<file path="src/rtl/core/cua_pkg.sv">
// Shared types and constants for the CPU utilization admission block.
// Used by the arithmetic unit, the datapath, the controller and the top level.
package cua_pkg;

  localparam int TIME_W = 48;
  localparam int TASK_W = 40;
  localparam int WIDE_W = 96;
  localparam int LIMIT_W = 7;
  localparam int CMP_W = 55;

  localparam logic [TIME_W-1:0] BASE_RESET = 48'd1000;
  localparam logic [TIME_W-1:0] US_NS = 48'd1000;
  localparam logic [LIMIT_W-1:0] LIMIT_RESET = 7'd90;
  localparam logic [CMP_W-1:0] PERCENT = 55'd100;

  typedef enum logic [1:0] {
    STAT_FIT,
    STAT_REALIGN,
    STAT_NOSPACE,
    STAT_ERR
  } status_t;

  typedef enum logic [1:0] {
    AOP_MUL,
    AOP_DIV,
    AOP_GCD
  } aop_t;

  typedef enum logic [4:0] {
    ST_IDLE,
    ST_READ,
    ST_LOAD,
    ST_PER_US,
    ST_BASE_US,
    ST_BASE_DL,
    ST_GCD,
    ST_Q,
    ST_NB,
    ST_FACTOR,
    ST_SCALE,
    ST_PROD,
    ST_SHARE,
    ST_SUM,
    ST_CMP,
    ST_COMMIT,
    ST_FIN
  } step_t;

  typedef struct packed {
    step_t step;
    logic  go;
    logic  take;
  } dp_cmd_t;

  typedef struct packed {
    logic arith_done;
    logic err;
    logic realign;
    logic out_busy;
  } dp_stat_t;

endpackage

</file>
<file path="src/rtl/core/cua_ctrl.sv">
// Controller state machine that sequences one admission item through the datapath.
// Depends on cua_pkg.
module cua_ctrl (
  input  logic               clk,
  input  logic               rst_n,
  input  logic               in_valid_i,
  output logic               in_ready_o,
  input  cua_pkg::dp_stat_t  stat_i,
  output cua_pkg::dp_cmd_t   cmd_o
);

  cua_pkg::step_t state_r, state_nxt;
  logic           started_r, started_nxt;
  cua_pkg::step_t after;

  always_ff @(posedge clk) begin
    if (!rst_n) begin
      state_r   <= cua_pkg::ST_IDLE;
      started_r <= 1'b0;
    end else begin
      state_r   <= state_nxt;
      started_r <= started_nxt;
    end
  end

  always_comb begin
    case (state_r)
      cua_pkg::ST_PER_US:  after = cua_pkg::ST_BASE_US;
      cua_pkg::ST_BASE_US: after = cua_pkg::ST_BASE_DL;
      cua_pkg::ST_BASE_DL: after = stat_i.realign ? cua_pkg::ST_GCD : cua_pkg::ST_PROD;
      cua_pkg::ST_GCD:     after = cua_pkg::ST_Q;
      cua_pkg::ST_Q:       after = cua_pkg::ST_NB;
      cua_pkg::ST_NB:      after = cua_pkg::ST_FACTOR;
      cua_pkg::ST_FACTOR:  after = cua_pkg::ST_SCALE;
      cua_pkg::ST_SCALE:   after = cua_pkg::ST_PROD;
      cua_pkg::ST_PROD:    after = cua_pkg::ST_SHARE;
      cua_pkg::ST_SHARE:   after = cua_pkg::ST_SUM;
      cua_pkg::ST_SUM:     after = cua_pkg::ST_CMP;
      cua_pkg::ST_CMP:     after = cua_pkg::ST_COMMIT;
      default:             after = cua_pkg::ST_FIN;
    endcase
  end

  always_comb begin
    state_nxt    = state_r;
    started_nxt  = started_r;
    cmd_o.step   = state_r;
    cmd_o.go     = 1'b0;
    cmd_o.take   = 1'b0;
    in_ready_o   = state_r == cua_pkg::ST_IDLE;
    case (state_r)
      cua_pkg::ST_IDLE: begin
        if (in_valid_i) begin
          cmd_o.take = 1'b1;
          state_nxt  = cua_pkg::ST_READ;
        end
      end
      cua_pkg::ST_READ: begin
        cmd_o.take = 1'b1;
        state_nxt  = cua_pkg::ST_LOAD;
      end
      cua_pkg::ST_LOAD: begin
        cmd_o.take = 1'b1;
        state_nxt  = cua_pkg::ST_PER_US;
      end
      cua_pkg::ST_SUM, cua_pkg::ST_CMP, cua_pkg::ST_COMMIT: begin
        if (stat_i.err) begin
          state_nxt = cua_pkg::ST_FIN;
        end else begin
          cmd_o.take = 1'b1;
          state_nxt  = after;
        end
      end
      cua_pkg::ST_FIN: begin
        if (!stat_i.out_busy) begin
          cmd_o.take = 1'b1;
          state_nxt  = cua_pkg::ST_IDLE;
        end
      end
      default: begin
        if (stat_i.err) begin
          state_nxt   = cua_pkg::ST_FIN;
          started_nxt = 1'b0;
        end else if (!started_r) begin
          cmd_o.go    = 1'b1;
          started_nxt = 1'b1;
        end else if (stat_i.arith_done) begin
          cmd_o.take  = 1'b1;
          started_nxt = 1'b0;
          state_nxt   = after;
        end
      end
    endcase
  end

endmodule

</file>
<file path="config.mk">
export PLATFORM = sky130hd
export DESIGN_NAME = cua_ctrl
export DESIGN_NICKNAME = d
export VERILOG_FILES = /design/src/rtl/core/cua_pkg.sv /design/src/rtl/core/cua_ctrl.sv
export SDC_FILE = /design/constraint.sdc
export NUM_CORES = 1
export LEC_CHECK = 0
export ABC_AREA = 1
export BUFFER_PORTS_ARGS = -buffer_cell sky130_fd_sc_hd__buf_2
export CAP_MARGIN = 20
export CORE_MARGIN = 2
export CORE_UTILIZATION = 25
export DETAILED_ROUTE_END_ITERATION = 16
export HOLD_SLACK_MARGIN = 0.15
export PLACE_DENSITY = 0.43
export SLEW_MARGIN = 20
export SYNTH_ARGS = -nofsm -noshare
export SYNTH_HDL_FRONTEND = slang
export SYNTH_SLANG_ARGS = --single-unit
</file>
<file path="constraint.sdc">
create_clock -name clk -period 1.3 [get_ports clk]
set_input_delay 0.26 -clock clk [delete_from_list [all_inputs] [get_ports clk]]
set_output_delay 0.26 -clock clk [all_outputs]
set_load 0.02 [all_outputs]
</file>
==> results of run 1 <==
-- tightest hold or removal path: cells and delay by family --
kind	cells	cell delay (ns)
AND/OR/NAND/NOR	2	0.11
buffers and inverters	1	0.15
-- cell families (layout without fill, tap and decap cells) --
| logic type | count (synthesis) | count (layout) |
|---|---|---|
| simple gates | 68 | 69 |
| compound gates | 9 | 9 |
| buf+inv | 15 | 54 |
| flops | 6 | 6 |
-- routing by layer --
metal	share of wire, %	routed length (um)	up-vias	global-route usage, %
met5	0	0	-	0
met4	2.0	39	0	8.97
met3	4.6	89	5	3.95
met2	46	891	17	23.8
met1	48	926	341	20.1
li1	-	-	397	-
-- registers in the layout, indices dropped and copies added, names as in the netlist --
signal / flops
started_r: 1
state_r: 5
-- placed cells by master, fill, tap and decap left out, types with 3 or more instances in the layout --
| master | netlist | layout |
|---|---|---|
| sky130_fd_sc_hd__dfxtp_4 | 0 | 5 |
| sky130_fd_sc_hd__clkbuf_4 | 0 | 3 |
| sky130_fd_sc_hd__nand2_1 | 28 | 23 |
| sky130_fd_sc_hd__nor2_4 | 2 | 6 |
| sky130_fd_sc_hd__buf_4 | 1 | 24 |
| sky130_fd_sc_hd__buf_6 | 1 | 3 |
| sky130_fd_sc_hd__inv_4 | 0 | 3 |
| sky130_fd_sc_hd__nor2_1 | 15 | 12 |
| sky130_fd_sc_hd__nand4_1 | 3 | 3 |
| sky130_fd_sc_hd__inv_1 | 10 | 8 |
| sky130_fd_sc_hd__nor2_2 | 5 | 4 |
| sky130_fd_sc_hd__nand3_1 | 5 | 3 |
| sky130_fd_sc_hd__nand2_2 | 6 | 8 |
| sky130_fd_sc_hd__nand3_4 | 1 | 3 |
| sky130_fd_sc_hd__nand2_4 | 1 | 4 |
| sky130_fd_sc_hd__buf_2 | 0 | 11 |
-- synth_stat cells, drive strengths merged --
cell type  instances  area, um2
dfxtp              6        120
nand3              6       42.5
o21ai              2       10.0
a21boi             1       7.51
o211ai             1       7.51
nor3               1       5.00
a221oi             1       8.76
buf                2       18.8
nor2              22        110
nand2             35        154
o31ai              1       7.51
a21oi              2       10.0
nand4              4       40.0
a31oi              1       6.26
inv               13       48.8
-- area by class of cell --
| class | instances | area share [%] |
|---|---|---|
| well taps | 28 | 3.39 |
| repair buffers | 38 | 26.0 |
| multi-input cells | 78 | 49.5 |
| inverters | 13 | 5.45 |
| flip-flops and latches | 6 | 13.4 |
| clock buffers | 3 | 2.18 |
-- where the power goes --
group | switching [mW] | internal (mW)
Combinational | 1.07 | 0.947
Sequential | 0.133 | 0.281
Clock | 0.0806 | 0.105
-- metrics by stage --
stage | worst slack (ns) | cells
floorplan | -0.172 | 98
global route | -0.377 | 166
CTS | -0.320 | 164
detailed placement | -0.0875 | 157
finish | -0.292 | 166
global placement | -0.0830 | 157
-- worst paths after layout --
path | endpoint | depth (start not counted) | slack [ns]
setup / recovery | cmd_o[0] | 8 | -0.29
hold / removal | state_r[2] | 3 | 0.29
setup reg to reg | state_r[4] | 11 | -0.09
hold reg to reg | started_r | 2 | 0.51
-- timing repair --
item | CTS | global route
resized for setup | 16 | 19
gates cloned | 1 | 0
pin swaps | 3 | 10
setup endpoints to repair | 9 | 9
setup buffers | 3 | 2
==> results.txt, run 1 <==
----------------------------------------------------
[Run status]
  Status ... finished with violations
  Violated checks ... setup timing

[Layout]
  Final core occ ... 46.3%
  Area delta synth->final ... 73.2%
  Diodes inserted ... 0
  Share of cells above drive strength 1 ... 58.7%
  Number of fillers in the final layout ... 241
  Final Cell Area ... 0.00103 mm2
  Area used by multi-input combinational logic ... 512 um2
  Area taken by flip-flops and latches ... 139 um2
  Final Net Count ... 147

[Worst setup path]
  Reg-to-reg critical path startpoint ... state_r[2]
  Number of buffers and inverters on the critical path ... 2
  CP max stage delay ... 0.39 ns
  Signal arrival time at the worst endpoint ... 1.33 ns
  Crit-path cells ... inv_4 > nand2_2 > nand2_2 > nand2_4 > o21ai_2 > a21oi_1 > o211ai_1 > buf_4
  Crit path max fanout ... 4
  WP data required ... 1.04 ns
  CP Launch Type ... flop
  Path type of the worst setup path ... reg2out
  CP max stage cell ... sky130_fd_sc_hd__dfxtp_4
  Worst setup path startpoint ... state_r[1]
  Critical path capture point type ... output port
  Family with the most delay on the worst path ... flip-flops
  Most used cell along the critical path ... sky130_fd_sc_hd__nand2_2

[Clocking]
  Htree depth ... 1
  Clk_lat worst skew ... 0.26 ns
  TritonCTS buffer count ... 3
  Buffer depth of the longest clock path ... 2
  Number of clock sinks ... 6
  Root buffer selected by CTS ... sky130_fd_sc_hd__clkbuf_4
  TritonCTS clock tree ... built
  Hold buffer count at cts ... 0
  Clock slew at reported path FFs ... 0.05 ns

[Power]
  Ratio of total power to cell area ... 2540 mW/mm2
  Post-layout power ... 2.62 mW
  Total leakage power ... 0.536 nW
  Peak ir drop on the vdd network ... 1.25 mV

[Detailed routing]
  Starting DRC count in detailed routing ... 11
  Detail Route Antenna Nets ... 0
  Total vias in the final route ... 760
  DRC violation count after routing ... 0
  Total iterations of the first detailed-routing run ... 4
  Avg WL per Cell ... 11.7 um
  Via count normalized by instance count ... 4.58
  Detailed-route wire length ... 1950 um

[STA]
  Normalized max-slew margin ... 72.7%
  Setup-violating endpoint count in the final report ... 8
  Setup slack after layout ... -0.292 ns
  Final Slew Violations ... 0
  Total Negative Setup Slacks ... -0.835 ns
  Hold WS ... 0.292 ns
  Slew at the pin closest to its max-slew limit ... 0.410 ns
  Setup repair after global routing missed its margin ... true
  Setup skew after layout ... 0.00661 ns
  Final period util ... 122%
  Period minus WS final ... 1.59 ns
  Final Hold Fails ... 0
  Highest clock rate ... 628 MHz

[Global route]
  Number of global-route vias before repair ... 672
  Overall fraction of global-route tracks in use ... 15.7%
  Total congestion overflow ... 0
  Global-route wire length before repair ... 3030 um
  Antenna violations before repair ... 0
  Largest net degree at the start of global routing ... 8

[Synthesis]
  Number of distinct library cells after synthesis ... 24
  Number of synthesized register bits ... 6
  Instance count of the mapped netlist ... 98
  Share of cell area taken by muxes after synthesis ... 0%
  Netlist area before placement ... 597 um2
  Yosys warning total ... 0
  Simple-gate portion of the synthesized area ... 58.9%
  Average cell area after synthesis ... 6.09 um2
  Arithmetic-cell share of the synthesized area counting full adders, half adders and majority gates ... 0%
  Synth Area in XOR/XNOR ... 0%
  Area fraction in compound gates after synthesis ... 9.64%
  Largest family of logic cells by synthesized area ... simple AND/OR/NAND/NOR gates
  Sequential-to-total area share from yosys stat ... 20.1%
  Synthesized Nets ... 105

[Floorplanning]
  Area of the core ... 0.00223 mm2
  Initial standard-cell utilization of the core ... 26.7%
  Count of boundary I/O pins ... 15
  Row count ... 17
  Die X-Extent ... 52.9 um
  Overall die area ... 0.00279 mm2
  Chip height ... 52.9 um

[Flow run]
  Max-cap violations ... 0

[Placed design]
  Placed Area ... 850 um2
  Final HPWL DP ... 1360 um
  Final weighted congestion in routability-driven placement ... 0.767
  Count of buffers from port buffering ... 14

[Hold path]
  Path type of the worst min-delay path ... in2reg
  Start point of the worst min-delay path ... rst_n

----------------------------------------------------
Power figures use the tool's default switching activity.
==> run 2: changes to the inputs <==
--- a/config.mk
+++ b/config.mk
@@ -8,7 +8,7 @@
 export ABC_AREA = 1
 export BUFFER_PORTS_ARGS = -buffer_cell sky130_fd_sc_hd__buf_2
 export CAP_MARGIN = 20
-export CORE_MARGIN = 2
+export CORE_MARGIN = 4
 export CORE_UTILIZATION = 25
 export DETAILED_ROUTE_END_ITERATION = 16
 export HOLD_SLACK_MARGIN = 0.15
==> run 2 against run 1 <==
  * The run still ends with setup timing left
  * Clock skew down 0.0037 ns
  * Largest cell class unchanged
  * Utilization is 1.4 points higher
  * Maximum frequency decreased by 1.1%
  * Cell count shrank 0.60%
  * Setup slack got worse by 0.018 ns
  * Clock power increased by 13%
  * Sequential power about the same
  * Combinational power grew 2%
  * Highest routed layer unchanged
  * Power up 2.4%
  * Register-to-register slack worse by 0.02 ns
  * Design area increased by 3.0%
==> results.txt, run 2 (same netlist as run 1, synthesis figures left out) <==
----------------------------------------------------
[Floorplanning]
  Count of boundary I/O pins ... 15 (unchanged)
  Die X-Extent ... 56.9 um (was 52.9 um)
  Initial standard-cell utilization of the core ... 26.7% (unchanged)
  Overall die area ... 0.00323 mm2 (was 0.00279 mm2)
  Area of the core ... 0.00223 mm2 (unchanged)
  Row count ... 17 (unchanged)
  Chip height ... 56.9 um (was 52.9 um)

[Layout]
  Final core occ ... 47.7% (was 46.3%)
  Top library cells by usage in the layout, fill and taps aside ... sky130_fd_sc_hd__nand2_1, sky130_fd_sc_hd__buf_4, sky130_fd_sc_hd__buf_2 (was sky130_fd_sc_hd__buf_4, sky130_fd_sc_hd__nand2_1, sky130_fd_sc_hd__nor2_1)
  Share of cells above drive strength 1 ... 62.0% (was 58.7%)
  Flip-flop count of the largest register, all copies and words added ... 5 (unchanged)
  Final Net Count ... 145 (was 147)
  Area delta synth->final ... 78.4% (was 73.2%)
  Non-filler cells, final ... 165 (was 166)
  Most common cell after layout, fill and taps aside ... sky130_fd_sc_hd__nand2_1 (was sky130_fd_sc_hd__buf_4)
  Final Cell Area ... 0.00106 mm2 (was 0.00103 mm2)
  Diodes inserted ... 0 (unchanged)
  Largest register by flop count ... state_r (unchanged)
  Biggest regs ... state_r: 5 flops, started_r: 1 flops (unchanged)

[STA]
  Final Hold Fails ... 0 (unchanged)
  Setup slack after layout ... -0.309 ns (was -0.292 ns)
  Total Negative Setup Slacks ... -1.34 ns (was -0.835 ns)
  Normalized max-slew margin ... 72.5% (was 72.7%)
  Highest clock rate ... 621 MHz (was 628 MHz)
  Period minus WS final ... 1.61 ns (was 1.59 ns)
  Slew at the pin closest to its max-slew limit ... 0.412 ns (was 0.410 ns)
  Setup repair after global routing missed its margin ... true (unchanged)
  Setup skew after layout ... 0.00291 ns (was 0.00661 ns)
  Setup-violating endpoint count in the final report ... 9 (was 8)
  Final Slew Violations ... 0 (unchanged)
  Hold WS ... 0.289 ns (was 0.292 ns)
  Final period util ... 124% (was 122%)

[Global route]
  Number of global-route vias before repair ... 747 (was 672)
  Total congestion overflow ... 0 (unchanged)
  Largest net degree at the start of global routing ... 8 (unchanged)
  Overall fraction of global-route tracks in use ... 13.8% (was 15.7%)
  Antenna violations before repair ... 0 (unchanged)
  Global-route wire length before repair ... 3310 um (was 3030 um)

[Detailed routing]
  Detail Route Antenna Nets ... 0 (unchanged)
  Avg WL per Cell ... 12.1 um (was 11.7 um)
  Met1 Wirelength ... 847 um (was 926 um)
  Total iterations of the first detailed-routing run ... 2 (was 4)
  Length of routed met3 wiring ... 71 um (was 89 um)
  Total vias in the final route ... 759 (was 760)
  Highest routed layer ... met4 (unchanged)
  Via count normalized by instance count ... 4.60 (was 4.58)
  DRC violation count after routing ... 0 (unchanged)
  Amount of wire on met2 after detailed routing ... 1060 um (was 891 um)
  Detailed-route wire length ... 2000 um (was 1950 um)
  Starting DRC count in detailed routing ... 3 (was 11)

[Worst setup path]
  Slack of the worst reg-to-reg path ... -0.11 ns (was -0.09 ns)
  Crit path max fanout ... 5 (was 4)
  WP data required ... 1.04 ns (about the same)
  Path type of the worst setup path ... reg2out (unchanged)
  CP Launch Type ... flop (unchanged)
  Critical path capture point type ... output port (unchanged)
  Signal arrival time at the worst endpoint ... 1.35 ns (was 1.33 ns)

[Flow run]
  Max-cap violations ... 0 (unchanged)

[Power]
  Total leakage power ... 0.529 nW (was 0.536 nW)
  Peak ir drop on the vdd network ... 1.42 mV (was 1.25 mV)
  Post-layout power ... 2.68 mW (was 2.62 mW)
  Ratio of total power to cell area ... 2520 mW/mm2 (was 2540 mW/mm2)

[Clocking]
  Root buffer selected by CTS ... sky130_fd_sc_hd__clkbuf_4 (unchanged)
  Number of clock sinks ... 6 (unchanged)
  Clock slew at reported path FFs ... 0.06 ns (was 0.05 ns)
  TritonCTS buffer count ... 3 (unchanged)
  Buffer depth of the longest clock path ... 2 (unchanged)
  Htree depth ... 1 (unchanged)
  TritonCTS clock tree ... built (unchanged)
  Hold buffer count at cts ... 0 (unchanged)
  Clk_lat worst skew ... 0.26 ns (about the same)

[Placed design]
  Placed Area ... 820 um2 (was 850 um2)
  Count of buffers from port buffering ... 14 (unchanged)
  Final weighted congestion in routability-driven placement ... 0.788 (was 0.767)
  Post-placement cell count ... 153 (was 157)
  Worst slack at placement ... -0.119 ns (was -0.0875 ns)
  Final HPWL DP ... 1370 um (was 1360 um)

[Hold path]
  Path type of the worst min-delay path ... in2reg (unchanged)

[Run status]
  Violated checks ... setup timing (unchanged)
  Status ... finished with violations (unchanged)

----------------------------------------------------
[run 2: changes by cell type in the layout (fill, tap and decap cells not counted), sizes merged]
cell | before | now
buf | 38 | 36
clkbuf | 3 | 4
[run 2: what timing repair did]
item                       CTS  global route
resized for setup           15            33
cloned                       1             0
setup buffers                1             6
setup endpoints to repair    8            10
pin swaps                    8            20
[run 2: layout make-up]
class,count,area [um2]
Inverter,13,53.8
Sequential cell,6,139
Tap cell,28,35.0
Multi-Input combinational cell,78,543
Clock buffer,4,26.3
Fill cell,248,1170
Timing Repair Buffer,36,268
[run 2: worst paths after layout]
path | end | from | cells after the start
worst min register to register | started_r | started_r | 2
worst min-delay path | state_r[0] | rst_n | 3
worst max-delay path | cmd_o[0] | state_r[0] | 6
worst max register to register | state_r[3] | state_r[0] | 12
[run 2: routing by layer]
layer,vias up,track usage (%)
li1,398,-
met1,346,15.5
met2,11,23.4
met3,4,5.29
met4,0,4.97
met5,-,0
[run 2: critical path: stages (launching register included)]
cell and delay, ns:
sky130_fd_sc_hd__dfxtp_4 0.36, sky130_fd_sc_hd__nor2_4 0.15, sky130_fd_sc_hd__nand2_4 0.12, sky130_fd_sc_hd__nor2_4 0.14, sky130_fd_sc_hd__nand2_1 0.07, sky130_fd_sc_hd__o211ai_1 0.09
sky130_fd_sc_hd__buf_4 0.16
[run 2: power breakdown]
group	switching, mW	internal (mW)
Clock	0.0929	0.118
Combinational	1.12	0.938
Sequential	0.133	0.281
